$ cat config.mk
export PLATFORM = sky130hd
export DESIGN_NAME = stochastic_bitstream_multiplier
export DESIGN_NICKNAME = d
export VERILOG_FILES = /design/src/rtl/sbm_pkg.sv /design/src/rtl/sbm_divider.sv /design/src/rtl/sbm_datapath.sv /design/src/rtl/sbm_ctrl.sv /design/src/rtl/stochastic_bitstream_multiplier.sv
export SDC_FILE = /design/constraint.sdc
export NUM_CORES = 1
export LEC_CHECK = 0
export BUFFER_PORTS_ARGS = -buffer_cell sky130_fd_sc_hd__buf_4
export CELL_PAD_IN_SITES_DETAIL_PLACEMENT = 0
export CELL_PAD_IN_SITES_GLOBAL_PLACEMENT = 1
export CORE_UTILIZATION = 50
export DETAILED_ROUTE_END_ITERATION = 6
export PLACE_DENSITY = 0.89
export SKIP_CTS_REPAIR_TIMING = 1
export SYNTH_ARGS = -nofsm -noshare
export SYNTH_HDL_FRONTEND = slang
export SYNTH_SLANG_ARGS = --single-unit
$ cat constraint.sdc
create_clock -name i_clk -period 7.66 [get_ports i_clk]
set_input_delay 1.149 -clock i_clk [delete_from_list [all_inputs] [get_ports i_clk]]
set_output_delay 1.149 -clock i_clk [all_outputs]
set_load 0.02 [all_outputs]
$ cat src/rtl/sbm_pkg.sv
// ----------------------------------------------------------------------------
// sbm_pkg: shared types and constants of the stochastic bitstream multiplier
// Holds field widths, operand decoding and the controller/datapath interface.
// ----------------------------------------------------------------------------
package sbm_pkg;

    localparam int unsigned RAW_W       = 20;
    localparam int unsigned CFG_W       = 5;
    localparam int unsigned OUT_W       = 21;
    localparam int unsigned IN_TDATA_W  = 40;
    localparam int unsigned OUT_TDATA_W = 24;
    localparam int unsigned FRAC_BITS   = 24;

    localparam int unsigned STREAM_WORDS_DEF = 16384;
    localparam int unsigned WORD_BITS_DEF    = 32;

    localparam logic [CFG_W-1:0] WIDTH_MIN   = CFG_W'(2);
    localparam logic [CFG_W-1:0] WIDTH_MAX   = CFG_W'(20);
    localparam logic [CFG_W-1:0] WIDTH_RESET = CFG_W'(20);

    typedef enum logic [2:0] {
        ST_IDLE,
        ST_CHECK,
        ST_STEP_RUN,
        ST_STEP_CHECK,
        ST_COUNT_RUN,
        ST_FINISH
    } t_state;

    typedef enum logic {
        DIV_STEP,
        DIV_COUNT
    } t_div_sel;

    typedef struct packed {
        logic     load;
        logic     div_start;
        t_div_sel div_sel;
        logic     cap_step;
        logic     cap_count;
        logic     finish;
    } t_cmd;

    typedef struct packed {
        logic zero;
        logic step_small;
        logic div_done;
        logic out_busy;
    } t_status;

    typedef struct packed {
        logic             neg;
        logic [RAW_W-1:0] mag;
    } t_operand;

    // Clamp the configured width into the supported range.
    function automatic logic [CFG_W-1:0] clamp_width(input logic [CFG_W-1:0] w);
        logic [CFG_W-1:0] res;
        res = w;
        if (w < WIDTH_MIN) res = WIDTH_MIN;
        if (w > WIDTH_MAX) res = WIDTH_MAX;
        return res;
    endfunction

    // Sign-extend the low w bits of raw and split into sign and magnitude.
    function automatic t_operand decode_operand(input logic [RAW_W-1:0] raw,
                                                input logic [CFG_W-1:0] w);
        logic [RAW_W:0] mask;
        logic [RAW_W:0] v;
        logic [RAW_W:0] sbit;
        logic [RAW_W:0] neg_v;
        t_operand       res;
        mask  = ~({(RAW_W+1){1'b1}} << w);
        v     = {1'b0, raw} & mask;
        sbit  = (RAW_W+1)'(1) << (w - CFG_W'(1));
        neg_v = (~v + (RAW_W+1)'(1)) & mask;
        if ((v & sbit) != '0) begin
            res.neg = 1'b1;
            res.mag = neg_v[RAW_W-1:0];
        end else begin
            res.neg = 1'b0;
            res.mag = v[RAW_W-1:0];
        end
        return res;
    endfunction

endpackage

$ cat src/rtl/sbm_divider.sv
// ----------------------------------------------------------------------------
// sbm_divider: iterative restoring divider
// Produces one quotient bit per cycle; done pulses once the quotient is final.
// ----------------------------------------------------------------------------
module sbm_divider #(
    parameter int unsigned W = 46
) (
    input  logic         i_clk,
    input  logic         i_rst_n,
    input  logic         i_start,
    input  logic [W-1:0] i_dividend,
    input  logic [W-1:0] i_divisor,
    output logic         o_done,
    output logic [W-1:0] o_quotient
);

    localparam int unsigned CW = $clog2(W + 1);

    logic [W-1:0]  r_quo, n_quo;
    logic [W-1:0]  r_rem, n_rem;
    logic [W-1:0]  r_div;
    logic [CW-1:0] r_cnt, n_cnt;
    logic          r_busy, n_busy;
    logic          r_done, n_done;
    logic [W:0]    trial;

    assign trial = {r_rem, r_quo[W-1]};

    always_comb begin
        n_quo  = r_quo;
        n_rem  = r_rem;
        n_cnt  = r_cnt;
        n_busy = r_busy;
        n_done = 1'b0;
        if (i_start) begin
            n_quo  = i_dividend;
            n_rem  = '0;
            n_cnt  = '0;
            n_busy = 1'b1;
        end else if (r_busy) begin
            if (trial >= {1'b0, r_div}) begin
                n_rem = W'(trial - {1'b0, r_div});
                n_quo = {r_quo[W-2:0], 1'b1};
            end else begin
                n_rem = trial[W-1:0];
                n_quo = {r_quo[W-2:0], 1'b0};
            end
            n_cnt = r_cnt + CW'(1);
            if (r_cnt == CW'(W - 1)) begin
                n_busy = 1'b0;
                n_done = 1'b1;
            end
        end
    end

    always_ff @(posedge i_clk) begin
        if (!i_rst_n) begin
            r_busy <= 1'b0;
            r_done <= 1'b0;
        end else begin
            r_busy <= n_busy;
            r_done <= n_done;
        end
    end

    always_ff @(posedge i_clk) begin
        r_quo <= n_quo;
        r_rem <= n_rem;
        r_cnt <= n_cnt;
        if (i_start) begin
            r_div <= i_divisor;
        end
    end

    assign o_done     = r_done;
    assign o_quotient = r_quo;

endmodule

$ cat src/rtl/sbm_datapath.sv
// ----------------------------------------------------------------------------
// sbm_datapath: operand decode, step and count division, output register
// Acts on controller commands and reports status back.
// ----------------------------------------------------------------------------
module sbm_datapath
    import sbm_pkg::*;
#(
    parameter int unsigned STREAM_WORDS = STREAM_WORDS_DEF,
    parameter int unsigned WORD_BITS    = WORD_BITS_DEF
) (
    input  logic                  i_clk,
    input  logic                  i_rst_n,
    input  logic                  i_cfg_wr_en,
    input  logic [CFG_W-1:0]      i_cfg_wr_data,
    input  logic [IN_TDATA_W-1:0] i_in_data,
    input  logic                  i_out_ready,
    input  t_cmd                  i_cmd,
    output t_status               o_status,
    output logic                  o_out_valid,
    output logic [OUT_W-1:0]      o_out_data
);

    localparam int unsigned STREAM_BITS = STREAM_WORDS * WORD_BITS;
    localparam int unsigned LW          = $clog2(STREAM_BITS + 1);
    localparam int unsigned NW          = LW + FRAC_BITS + 2;

    localparam logic [NW-1:0] L_FIX    = NW'(STREAM_BITS);
    localparam logic [NW-1:0] HALF_M1  = NW'((1 << (FRAC_BITS - 1)) - 1);

    logic [CFG_W-1:0] r_width;
    logic [RAW_W-1:0] r_mag_a, r_mag_b;
    logic             r_neg;
    logic [LW-1:0]    r_m;
    logic [NW-1:0]    r_step;
    logic             r_step_small;
    logic [OUT_W-1:0] r_count;
    logic             r_out_valid;
    logic [OUT_W-1:0] r_out_data;

    t_operand         op_a, op_b;
    logic [CFG_W-1:0] eff_w;
    logic [NW-1:0]    div_dividend, div_divisor, div_quotient;
    logic             div_done;
    logic [NW-1:0]    mb_wide;

    assign eff_w = clamp_width(r_width);
    assign op_a  = decode_operand(i_in_data[RAW_W-1:0], eff_w);
    assign op_b  = decode_operand(i_in_data[2*RAW_W-1:RAW_W], eff_w);
    assign mb_wide = NW'(r_mag_b);

    always_comb begin
        if (i_cmd.div_sel == DIV_STEP) begin
            div_dividend = (L_FIX << (FRAC_BITS + 1)) + NW'(r_mag_a);
            div_divisor  = NW'({r_mag_a, 1'b0});
        end else begin
            div_dividend = (NW'(r_m) << FRAC_BITS) + HALF_M1;
            div_divisor  = r_step;
        end
    end

    sbm_divider #(
        .W (NW)
    ) u_divider (
        .i_clk      (i_clk),
        .i_rst_n    (i_rst_n),
        .i_start    (i_cmd.div_start),
        .i_dividend (div_dividend),
        .i_divisor  (div_divisor),
        .o_done     (div_done),
        .o_quotient (div_quotient)
    );

    always_ff @(posedge i_clk) begin
        if (!i_rst_n) begin
            r_width     <= WIDTH_RESET;
            r_out_valid <= 1'b0;
        end else begin
            if (i_cfg_wr_en) begin
                r_width <= i_cfg_wr_data;
            end
            if (i_cmd.finish) begin
                r_out_valid <= 1'b1;
            end else if (i_out_ready) begin
                r_out_valid <= 1'b0;
            end
        end
    end

    always_ff @(posedge i_clk) begin
        if (i_cmd.load) begin
            r_mag_a <= op_a.mag;
            r_mag_b <= op_b.mag;
            r_neg   <= op_a.neg ^ op_b.neg;
            r_count <= '0;
        end
        // The second stream cannot run past the end of the stream.
        if (i_cmd.div_start && i_cmd.div_sel == DIV_STEP) begin
            r_m <= (mb_wide > L_FIX) ? LW'(STREAM_BITS) : LW'(r_mag_b);
        end
        if (i_cmd.cap_step) begin
            r_step       <= div_quotient;
            r_step_small <= (div_quotient >> FRAC_BITS) == '0;
            if ((div_quotient >> FRAC_BITS) == '0) begin
                r_count <= OUT_W'(r_m);
            end
        end
        if (i_cmd.cap_count) begin
            r_count <= div_quotient[OUT_W-1:0];
        end
        if (i_cmd.finish) begin
            r_out_data <= r_neg ? (~r_count + OUT_W'(1)) : r_count;
        end
    end

    assign o_status.zero       = (r_mag_a == '0) || (r_mag_b == '0);
    assign o_status.step_small = r_step_small;
    assign o_status.div_done   = div_done;
    assign o_status.out_busy   = r_out_valid && !i_out_ready;

    assign o_out_valid = r_out_valid;
    assign o_out_data  = r_out_data;

endmodule

$ cat src/rtl/sbm_ctrl.sv
// ----------------------------------------------------------------------------
// sbm_ctrl: sequencing state machine
// Orders the step division, the count division and the hand-off of a result.
// ----------------------------------------------------------------------------
module sbm_ctrl
    import sbm_pkg::*;
(
    input  logic    i_clk,
    input  logic    i_rst_n,
    input  logic    i_in_valid,
    output logic    o_in_ready,
    input  t_status i_status,
    output t_cmd    o_cmd
);

    t_state r_state, n_state;

    always_ff @(posedge i_clk) begin
        if (!i_rst_n) begin
            r_state <= ST_IDLE;
        end else begin
            r_state <= n_state;
        end
    end

    always_comb begin
        n_state = r_state;
        case (r_state)
            ST_IDLE: begin
                if (i_in_valid) n_state = ST_CHECK;
            end
            ST_CHECK: begin
                n_state = i_status.zero ? ST_FINISH : ST_STEP_RUN;
            end
            ST_STEP_RUN: begin
                if (i_status.div_done) n_state = ST_STEP_CHECK;
            end
            ST_STEP_CHECK: begin
                n_state = i_status.step_small ? ST_FINISH : ST_COUNT_RUN;
            end
            ST_COUNT_RUN: begin
                if (i_status.div_done) n_state = ST_FINISH;
            end
            ST_FINISH: begin
                if (!i_status.out_busy) n_state = ST_IDLE;
            end
            default: n_state = ST_IDLE;
        endcase
    end

    always_comb begin
        o_in_ready = 1'b0;
        o_cmd      = '0;
        o_cmd.div_sel = DIV_STEP;
        case (r_state)
            ST_IDLE: begin
                o_in_ready = 1'b1;
                o_cmd.load = i_in_valid;
            end
            ST_CHECK: begin
                o_cmd.div_start = !i_status.zero;
            end
            ST_STEP_RUN: begin
                o_cmd.cap_step = i_status.div_done;
            end
            ST_STEP_CHECK: begin
                o_cmd.div_start = !i_status.step_small;
                o_cmd.div_sel   = DIV_COUNT;
            end
            ST_COUNT_RUN: begin
                o_cmd.div_sel   = DIV_COUNT;
                o_cmd.cap_count = i_status.div_done;
            end
            ST_FINISH: begin
                o_cmd.finish = !i_status.out_busy;
            end
            default: begin
                o_in_ready = 1'b0;
            end
        endcase
    end

endmodule

$ cat src/rtl/stochastic_bitstream_multiplier.sv
// ----------------------------------------------------------------------------
// stochastic_bitstream_multiplier: unipolar stochastic AND multiplier
// The bit-serial divider sets the pace; it runs at most twice per item, and
// a new beat is accepted only once the previous result has been written to
// the output register. NW = clog2(STREAM_WORDS*WORD_BITS + 1) + 26. Items
// with a zero operand skip both divisions.
// Reset (synchronous, active low) empties the output register, returns the
// sequencer to idle and sets operand_width to 20.
// ----------------------------------------------------------------------------
//
// The count of ones in the AND of the two streams has a closed form. The
// first stream has a one at round(k*step) for k = 1, 2, ..., and the second
// stream has ones in positions 1..m, with m the second magnitude capped at the
// stream length. Because the rounded positions strictly increase once the
// step is at least one, the count is the number of k whose rounded position
// does not exceed m, which is floor(limit / step) with
// limit = m*2^24 + 2^23 - 1 in the same fixed point as step.
//
// So each item runs two divisions through one shared restoring divider:
// first step = (L*2^25 + |a|) / (2*|a|), then count = limit / step. When the
// step falls below one, every position up to m holds a one and the count is m.
// If either magnitude is zero, the count is zero and no division runs.
//
// A result waits in the output register; the next beat can be accepted and
// worked on while it waits, and only the hand-off of that next result stalls.
module stochastic_bitstream_multiplier
    import sbm_pkg::*;
#(
    parameter int unsigned STREAM_WORDS = STREAM_WORDS_DEF,
    parameter int unsigned WORD_BITS    = WORD_BITS_DEF
) (
    input  logic                   i_clk,
    input  logic                   i_rst_n,
    // Configuration: operand_width.
    input  logic                   i_cfg_wr_en,
    input  logic [CFG_W-1:0]       i_cfg_wr_data,
    // Input stream.
    input  logic                   s_axis_tvalid,
    output logic                   s_axis_tready,
    input  logic [IN_TDATA_W-1:0]  s_axis_tdata,   // [19:0] lhs_raw, [39:20] rhs_raw
    // Result stream.
    output logic                   m_axis_tvalid,
    input  logic                   m_axis_tready,
    output logic [OUT_TDATA_W-1:0] m_axis_tdata    // [20:0] product, [23:21] zero
);

    t_cmd             cmd;
    t_status          status;
    logic [OUT_W-1:0] out_data;

    sbm_ctrl u_ctrl (
        .i_clk      (i_clk),
        .i_rst_n    (i_rst_n),
        .i_in_valid (s_axis_tvalid),
        .o_in_ready (s_axis_tready),
        .i_status   (status),
        .o_cmd      (cmd)
    );

    sbm_datapath #(
        .STREAM_WORDS (STREAM_WORDS),
        .WORD_BITS    (WORD_BITS)
    ) u_datapath (
        .i_clk         (i_clk),
        .i_rst_n       (i_rst_n),
        .i_cfg_wr_en   (i_cfg_wr_en),
        .i_cfg_wr_data (i_cfg_wr_data),
        .i_in_data     (s_axis_tdata),
        .i_out_ready   (m_axis_tready),
        .i_cmd         (cmd),
        .o_status      (status),
        .o_out_valid   (m_axis_tvalid),
        .o_out_data    (out_data)
    );

    assign m_axis_tdata = {(OUT_TDATA_W - OUT_W)'(0), out_data};

endmodule

* Word-level counts from Yosys, hierarchy flattened
Index checks and enable logic that the tools add are counted.
** Word-level totals
- Memory bits (writable) :: 0
- Memories :: 0
- Input port bits :: 50
- Bits in registers :: 305
- Latch bits :: 0
- Word-level logic and storage cells :: 109
- Output and inout port bits :: 26
- Bits in read-only memories :: 0
** Operators by class
- Multiplexer cells :: 35
- Reduce and logical (&&, ||, !) cells :: 18
- Equal/unequal tests :: 10
- Add/sub/neg operators :: 8
- Order comparisons :: 4
- $mul :: 0
- Divide/modulo/power cells :: 0
- Bitwise gates (word level) :: 14
- Shift operators :: 2
** Operator list (number)
- 46-bit two-way mux :: 4
- 21-bit two-way mux :: 8
- 47-bit by 46-bit >= comparator with 1-bit output :: 1
- 45-bit by 20-bit adder with 46-bit output, first input constant :: 1
- 46-bit zero test :: 1
- 46-bit subtractor :: 1
- 44-bit by 23-bit adder with 45-bit output, second input constant :: 1
- 20-bit by 21-bit AND with 21-bit output :: 2
- 21-bit AND :: 2
- 21-bit inverter :: 2
- 21-bit nonzero test :: 2
- 20-bit by 1-bit adder with 20-bit output, second input constant :: 2
- 20-bit AND :: 2
- 20-bit zero test :: 2
- 20-bit inverter :: 2
- 21-bit by 1-bit adder with 21-bit output, second input constant :: 1
- 1-bit by 5-bit left shift with 21-bit output, first input constant :: 1
- 21-bit by 5-bit left shift with 21-bit output, first input constant :: 1
- 20-bit greater-than comparator, second input constant :: 1
- 3-bit one-hot mux with 6 select lines :: 1
- 3-bit two-way mux :: 5
- 1-bit two-way mux :: 14
- 5-bit two-way mux :: 2
- 6-bit by 1-bit adder with 6-bit output, second input constant :: 1
- other kinds (20) :: 31

* Logic depth before layout (Yosys ltp)
Gate-level depths: netlist of run 1.
- Depth in word-level cells :: 11
- Depth in mapped cells :: 16
- Mapped depth without buffers :: 13

* Modules after synthesis
From an unflattened synthesis of run 1, not the netlist that was laid out.
** Unflattened totals
- Cells, all modules :: 1714
- Area total of the unflattened synthesis :: 17625.7 µm²
** By module, submodules not included
- sbm_datapath :: cells each 819, instances 1, area each 8866.0 µm²
- sbm_divider :: cells each 858, instances 1, area each 8450.6 µm²
- sbm_ctrl :: cells each 33, instances 1, area each 282.8 µm²
- stochastic_bitstream_multiplier :: cells each 4, instances 1, area each 26.3 µm²

* Worst setup path before layout of run 1
No wires, ideal clock.
- Kind :: reg2reg
- Start point :: register u_datapath.r_width[4]
- End point :: register u_datapath.r_mag_a[17], data pin
- Path buffers :: 3
- Path slack :: 4486 ps
- Library setup time :: 254 ps
- Data arrival time :: 2920 ps
- Cell stages (with the launch flop) :: 16
- Period minus slack after synthesis :: 3174 ps
- Path through :: dfxtp_1 > buf_2 > buf_1 > clkbuf_1 > a21oi_1 > inv_1 > ha_1 > a22oi_1 > o221ai_2 > nand4b_1 > a221o_1 > or2_1 > nand2b_1 > o21ai_1 > xor2_1 > nor2_1
** RTL lines
- start: declaration :: RTL line sbm_datapath.sv:30 : logic [CFG_W-1:0] r_width;
- start signal: assignment :: RTL line sbm_datapath.sv:79 : r_width <= i_cfg_wr_data;
- end signal: assignment :: RTL line sbm_datapath.sv:91 : r_mag_a <= op_a.mag;
- end: declaration :: RTL line sbm_datapath.sv:31 : logic [RAW_W-1:0] r_mag_a, r_mag_b;

==> reports/qor.txt, run 1 <==
die area -> 35000 um^2
Peak VDD IR -> 0.000196 V
final setup TNS -> 0 ns
Static Leak -> 7.24 nW
status -> finished clean
YS warnings -> 0
vias in the first global route -> 12600
Nets -> 1880
cts bufs inserted -> 34
post-DR vias/cell -> 5.84
final core utilization -> 56.4%
met1 usage -> 34.8%
gr ovfl total -> 0
crit start category -> flop
met2 Usage GRT -> 42.0%
TritonRoute pass-1 iters -> 6
PwrDens -> 337 nW/um^2
Worst-Margin Slew -> 1.08 ns
Layout area overhead -> 10.8%
Post-DRT Antenna Nets -> 0
first-pass GRT wire length -> 70500 um
Clock Skew -> 0.0154 ns
XOR/XNOR share of the synthesized area -> 4.86%
Tmin final -> 4.25 ns
CTS tree -> built
CP Class -> flop to flop
chip height -> 187 um
Initial Util -> 50.9%
post-route DRC violation count -> 0
number of port buffers -> 72
RePlAce Congestion -> 0.954
WL/cell -> 19.9 um
busiest grt layer -> met2
WL final -> 44600 um
final hold violations -> 0
post-synthesis cell type count -> 94
Setup-failing EPs final -> 0
Worst-Skew Late Latency -> 0.53 ns
post-synthesis mux area share -> 3.44%
Synth Register Bits -> 305
1st-iter DRT viols -> 1058
largest net degree at the start of global routing -> 85
root buf cell -> clkbuf_16
Synth Area in Simple Gates -> 17.1%
Slew Limit Fails -> 0
Adder-Cell Fraction of Synth Area -> 4.06%
fraction of final layout cells sized beyond drive strength 1 -> 11.9%
clk buf depth -> 3
post-DP HPWL -> 32500 um
Final period util -> 55.5%
I/O Pins -> 76
Max-cap violations -> 0
commonest register cell after synthesis -> edfxtp_1
complex-gate fraction of the synthesized area -> 17.3%
ANT cells -> 0
synthesized area -> 17100 um^2
initial antenna violation count -> 0
Core ar. -> 33600 um^2
syn avg cell area -> 9.82 um^2
GRT Total Usage -> 25.6%
Post-synth EDFFs -> 221
CP endpoint kind -> flop
RSZ-0062 raised after global routing -> false
Fmax -> 235 MHz
Horiz. Die Dim -> 187 um
Vias -> 13100
grt met3 use -> 3.85%
Syn Inst Count -> 1742
critical path arrival -> 4.49 ns
Crit Path Max Fanout -> 24
CTS clk-pin slew, worst paths -> 0.06 ns
slew margin rel. -> 28.2%
Seq/Total Area, Yosys -> 48.6%
largest family of logic cells by synthesized area -> compound AO/OA/AOI/OAI gates
CP Data Required Time -> 7.90 ns
htree depth -> 2
ys async rst share -> 0%
num rows -> 67
CTS sink count -> 305
Hold Crit Class -> flop to flop
==> cells in the mapped netlist (5+ instances only) <==
library cell | n | area, um^2
o21ai_2 | 11 | 96.3
nand3_1 | 28 | 140
clkbuf_1 | 50 | 188
o21ai_1 | 22 | 110
a21boi_0 | 5 | 37.5
nor2_1 | 130 | 488
o21bai_1 | 8 | 60.1
a211oi_1 | 12 | 90.1
nor3_1 | 29 | 145
and3_1 | 25 | 156
ha_1 | 53 | 663
inv_1 | 82 | 308
xor2_1 | 40 | 350
buf_4 | 6 | 45.0
o21ai_0 | 134 | 671
nand4_1 | 15 | 93.8
or2_2 | 5 | 31.3
or3_1 | 13 | 81.3
dfxtp_1 | 84 | 1680
nand3b_1 | 5 | 37.5
a21oi_1 | 134 | 671
nor3b_1 | 13 | 97.6
a31oi_1 | 13 | 81.3
a21o_1 | 32 | 240
mux2_2 | 21 | 236
o211ai_1 | 6 | 45.0
a211o_1 | 7 | 61.3
edfxtp_1 | 221 | 6640
buf_2 | 23 | 115
a41oi_1 | 9 | 78.8
o21a_1 | 11 | 82.6
o31ai_1 | 11 | 82.6
and2_1 | 52 | 325
xnor2_1 | 55 | 482
nor4_1 | 18 | 113
nand2b_1 | 18 | 113
or4_1 | 5 | 37.5
mux2i_1 | 34 | 340
buf_6 | 7 | 78.8
nand2_1 | 172 | 646
nor2b_1 | 31 | 194
a22oi_1 | 6 | 45.0
==> metal layers <==
metal | up-vias | share of wire (%) | routed length, um
li1 | 6364 | - | -
met3 | 76 | 5.7 | 2540
met2 | 464 | 46 | 20700
met1 | 6225 | 45 | 20300
met5 | - | 0 | 0
met4 | 0 | 2.5 | 1110
==> power breakdown <==
part	leakage [nW]	switching [W]	internal (W)	total, W
clock	0.517	0.000657	0.000924	0.00158
combinational	3.95	0.00146	0.000956	0.00241
sequential	2.77	0.000251	0.00215	0.00240
==> layout make-up <==
cell class / count / area (um^2)
Tap cell: 448 / 561
Fill cell: 2902 / 14700
Clock buffer: 46 / 926
Inverter: 83 / 313
Sequential cell: 305 / 8320
Multi-Input combinational cell: 1266 / 8050
Timing Repair Buffer: 86 / 646
Clock inverter: 14 / 148
==> worst paths after layout <==
path                            depth (start not counted)                              end                                           from  slack [ns]
worst max-delay path                                   12  u_datapath.r_mag_a[6]$_DFFE_PP_             u_datapath.r_width[2]$_SDFFE_PN1P_        3.41
worst min-delay path                                    0  u_datapath.r_step[22]$_DFFE_PP_  u_datapath.u_divider.o_quotient[22]$_DFFE_PP_        0.45
worst max register to register                         12  u_datapath.r_mag_a[6]$_DFFE_PP_             u_datapath.r_width[2]$_SDFFE_PN1P_        3.41
worst min register to register                          0  u_datapath.r_step[22]$_DFFE_PP_  u_datapath.u_divider.o_quotient[22]$_DFFE_PP_        0.45
==> worst max-delay path: stages, from the launching register on <==
cell and delay (ns):
dfxtp_1 0.90, or2_4 0.34, maj3_2 0.31, ha_1 0.30, nor2b_1 0.13, o21ai_0 0.30
a2bb2oi_1 0.20, a31oi_1 0.10, o31ai_1 0.31, nand3_1 0.56, o21ai_1 0.29, xor2_1 0.16
nor2_1 0.06
==> cells by family after synthesis <==
logic type	count (synthesis)
simple gates	584
mux	56
compound gates	473
flops	305
fa+ha+maj	55
other cells	1
xor+xnor	95
buf+inv	173
==> through the flow <==
stage               setup slack, ns  area, um^2  std cells  power (W)  hold WS, ns
global route                   3.14       19000       2248    0.00679        0.458
global placement               3.59       17900       2188    0.00478        0.429
finish                         3.41       19000       2248    0.00640        0.451
detailed placement             3.50       17900       2188    0.00481        0.436
floorplan                      4.49       17100       1744    0.00426        0.408
CTS                            3.50       19000       2248    0.00641        0.450
==> flip-flops by register name (all words and copies together) (netlist names), 3 cells and up <==
register                         flops
u_datapath.r_step                   46
u_datapath.u_divider.o_quotient     46
u_datapath.u_divider.r_div          46
u_datapath.u_divider.r_rem          46
u_datapath.o_out_data               21
u_datapath.r_count                  21
u_datapath.r_m                      20
u_datapath.r_mag_a                  20
u_datapath.r_mag_b                  20
u_datapath.u_divider.r_cnt           6
u_datapath.r_width                   5
u_ctrl.r_state                       3
==> cell usage in the layout (no fill, tap or decap), types with 13 or more instances in the layout <==
master,instances
a21oi_1,134
ha_1,53
o21ai_0,133
xor2_1,40
a31oi_1,13
nor4_1,18
clkbuf_16,34
buf_4,86
nand3_1,28
edfxtp_1,221
nor3_1,29
o21ai_1,22
nand2_1,172
nand4_1,15
inv_1,81
and2_1,51
nand2b_1,18
mux2i_1,34
and3_1,25
nor2b_1,29
xnor2_1,55
mux2_2,21
a21o_1,32
dfxtp_1,83
nor2_1,130
Power figures use the tool's default switching activity.
==> run 2: changes to the inputs <==
--- a/config.mk
+++ b/config.mk
@@ -5,12 +5,13 @@
 export SDC_FILE = /design/constraint.sdc
 export NUM_CORES = 1
 export LEC_CHECK = 0
+export ABC_AREA = 1
 export BUFFER_PORTS_ARGS = -buffer_cell sky130_fd_sc_hd__buf_4
 export CELL_PAD_IN_SITES_DETAIL_PLACEMENT = 0
 export CELL_PAD_IN_SITES_GLOBAL_PLACEMENT = 1
-export CORE_UTILIZATION = 50
+export CORE_UTILIZATION = 47
 export DETAILED_ROUTE_END_ITERATION = 6
-export PLACE_DENSITY = 0.89
+export PLACE_DENSITY = 0.88
 export SKIP_CTS_REPAIR_TIMING = 1
 export SYNTH_ARGS = -nofsm -noshare
 export SYNTH_HDL_FRONTEND = slang
==> constraint.sdc (replaced) <==
create_clock -name i_clk -period 4.41 [get_ports i_clk]
set_input_delay 0.6615 -clock i_clk [delete_from_list [all_inputs] [get_ports i_clk]]
set_output_delay 0.6615 -clock i_clk [all_outputs]
set_load 0.02 [all_outputs]
==> reports/qor.txt, run 2 <==
status -> finished clean
cts bufs inserted -> 35
placed cell area -> 18800 um^2
Final period util -> 84.9%
CP Data Required Time -> 4.67 ns
CP Class -> flop to flop
clk buf depth -> 3
Post-synth EDFFs -> 221
Worst-Margin Slew -> 1.06 ns
Initial Util -> 48.1%
critical path arrival -> 4.01 ns
largest net degree at the start of global routing -> 48
area leader, netlist -> edfxtp_1
gr ovfl total -> 0
I/O Pins -> 76
PwrDens -> 670 nW/um^2
Sw Ratio -> 41.5%
CP Buf/Inv Count -> 2
Peak VDD IR -> 0.000358 V
ys async rst share -> 0%
commonest cells after routing, fill and taps aside -> nand2_1 (529), inv_1 (332), nor2_1 (237)
initial antenna violation count -> 0
Max-cap violations -> 0
Horiz. Die Dim -> 197 um
Vias -> 15700
most common cell in the netlist -> nand2_1
num rows -> 70
commonest non-fill, non-tap cell in the layout -> nand2_1
Synth Register Bits -> 305
Core ar. -> 37000 um^2
1st-iter DRT viols -> 1234
Slew Limit Fails -> 0
post-DP HPWL -> 41600 um
Int Pwr -> 0.00788 W
commonest register cell after synthesis -> edfxtp_1
Post-synth top cells -> nand2_1 (530), inv_1 (334), nor2_1 (242)
Nets -> 2467
WL/cell -> 18.3 um
syn avg cell area -> 7.74 um^2
ANT cells -> 0
worst-path cell chain -> nor2_4 > nand2_2 > nand2_2 > nand2_2 > nand2_1 > inv_1 > ha_1 > a21boi_0 > inv_1 > ha_1 > nand3_1 > nor2_1 > nand3_1 > nor2_1 > nand3_1 > nand3_1 > o21ai_0
Placed Instances -> 2830
clock power share -> 23.2%
htree depth -> 2
RSZ-0062 raised after global routing -> false
Final WS setup -> 0.665 ns
sw power -> 0.00559 W
critical path's top delay family -> simple AND/OR/NAND/NOR gates
GRT Total Usage -> 27.7%
RePlAce Congestion -> 1.02
CP endpoint kind -> flop
Worst-Skew Late Latency -> 0.54 ns
fraction of final layout cells sized beyond drive strength 1 -> 7.82%
TritonRoute pass-1 iters -> 5
crit start category -> flop
final core utilization -> 54.4%
YS warnings -> 0
max incr delay on CP -> 0.71 ns
post-DR vias/cell -> 5.44
first-pass GRT wire length -> 83000 um
FILL cells -> 3582
Crit Path Max Fanout -> 11
vias in the first global route -> 15100
post-route DRC violation count -> 0
post-synthesis cell type count -> 43
Clock Skew -> 0.0283 ns
CTS sink count -> 305
Combinational Power Share -> 40.4%
Tmin final -> 3.75 ns
Syn Inst Count -> 2298
Static Leak -> 9.01 nW
Final Non-Filler Cells -> 2894
WL final -> 53000 um
Seq/Total Area, Yosys -> 46.7%
Setup-failing EPs final -> 0
CTS clk-pin slew, worst paths -> 0.07 ns
final hold violations -> 0
chip height -> 197 um
largest cells by area after synthesis -> edfxtp_1 (37%), nand2_1 (11%), dfxtp_1 (9.4%)
CTS tree -> built
Post-DRT Antenna Nets -> 0
final setup TNS -> 0 ns
Reg power frac -> 36.3%
pre-CTS setup slack -> 0.741 ns
root buf cell -> clkbuf_16
synthesized area -> 17800 um^2
Layout area overhead -> 13.0%
Fmax -> 267 MHz
flop-to-flop setup slack -> 0.66 ns
Hold Crit Class -> input port to flop
CP max-delay cell -> dfxtp_1
number of port buffers -> 72
cell area after layout -> 20100 um^2
cell mode on critical path -> nand3_1
slew margin rel. -> 29.0%
top cell type's share of synthesized area -> 37.3%
die area -> 38600 um^2
==> run 2: area by class of cell <==
class / count / area, um^2 / area share (%)
Timing Repair Buffer: 94 / 718 / 3.57
Tap cell: 504 / 631 / 3.14
Sequential cell: 305 / 8320 / 41.4
Clock buffer: 42 / 942 / 4.69
Multi-Input combinational cell: 1586 / 7900 / 39.3
Inverter: 341 / 1280 / 6.38
Clock inverter: 22 / 314 / 1.56
==> run 2: cells by family (layout without fill, tap and decap cells) <==
logic type,Yosys count,count (layout),synth area share (%)
XOR/XNOR,51,51,2.51
other,1,3,0.0211
AO/OA/AOI/OAI,358,358,10.7
flip-flops,305,305,46.7
buffers and inverters,409,499,9.12
AND/OR/NAND/NOR,1120,1120,27.1
adder cells (fa/ha/maj),54,54,3.84
==> run 2: metal layers <==
metal	share of wire, %	GRT usage (%)
met2	48	47.8
met5	0	0
met4	3.9	11.1
met3	5.1	3.34
met1	43	35.4
==> run 2: stage by stage <==
step / hold WS, ns / total power, W
floorplan: 0.426 / 0.00864
global placement: 0.432 / 0.0102
detailed placement: 0.438 / 0.0103
CTS: 0.317 / 0.0135
global route: 0.334 / 0.0143
finish: 0.335 / 0.0135
==> run 2: power groups by stage <==
stage	combinational [W]	sequential (W)	clock (W)
6_report	0.00545	0.00490	0.00313
5_1_grt	0.00607	0.00498	0.00329
3_3_place_gp	0.00531	0.00493	0
4_1_cts	0.00541	0.00490	0.00319
3_5_place_dp	0.00537	0.00495	0
2_1_floorplan	0.00397	0.00467	0
==> run 2: worst paths after layout <==
check / from / endpoint / depth (start not counted)
setup / recovery: u_datapath.r_width[4]$_SDFFE_PN1P_ / u_datapath.r_mag_a[14]$_DFFE_PP_ / 17
hold / removal: i_cfg_wr_data[2] / u_datapath.r_width[2]$_SDFFE_PN1P_ / 3
setup reg to reg: u_datapath.r_width[4]$_SDFFE_PN1P_ / u_datapath.r_mag_a[14]$_DFFE_PP_ / 17
hold reg to reg: u_datapath.u_divider.o_quotient[30]$_DFFE_PP_ / u_datapath.r_step[30]$_DFFE_PP_ / 0
==> run 2: tightest hold or removal path, delay by kind of cell <==
kind / cells / cell delay, ns
AO/OA/AOI/OAI: 2 / 0.10
buffers and inverters: 1 / 0.08
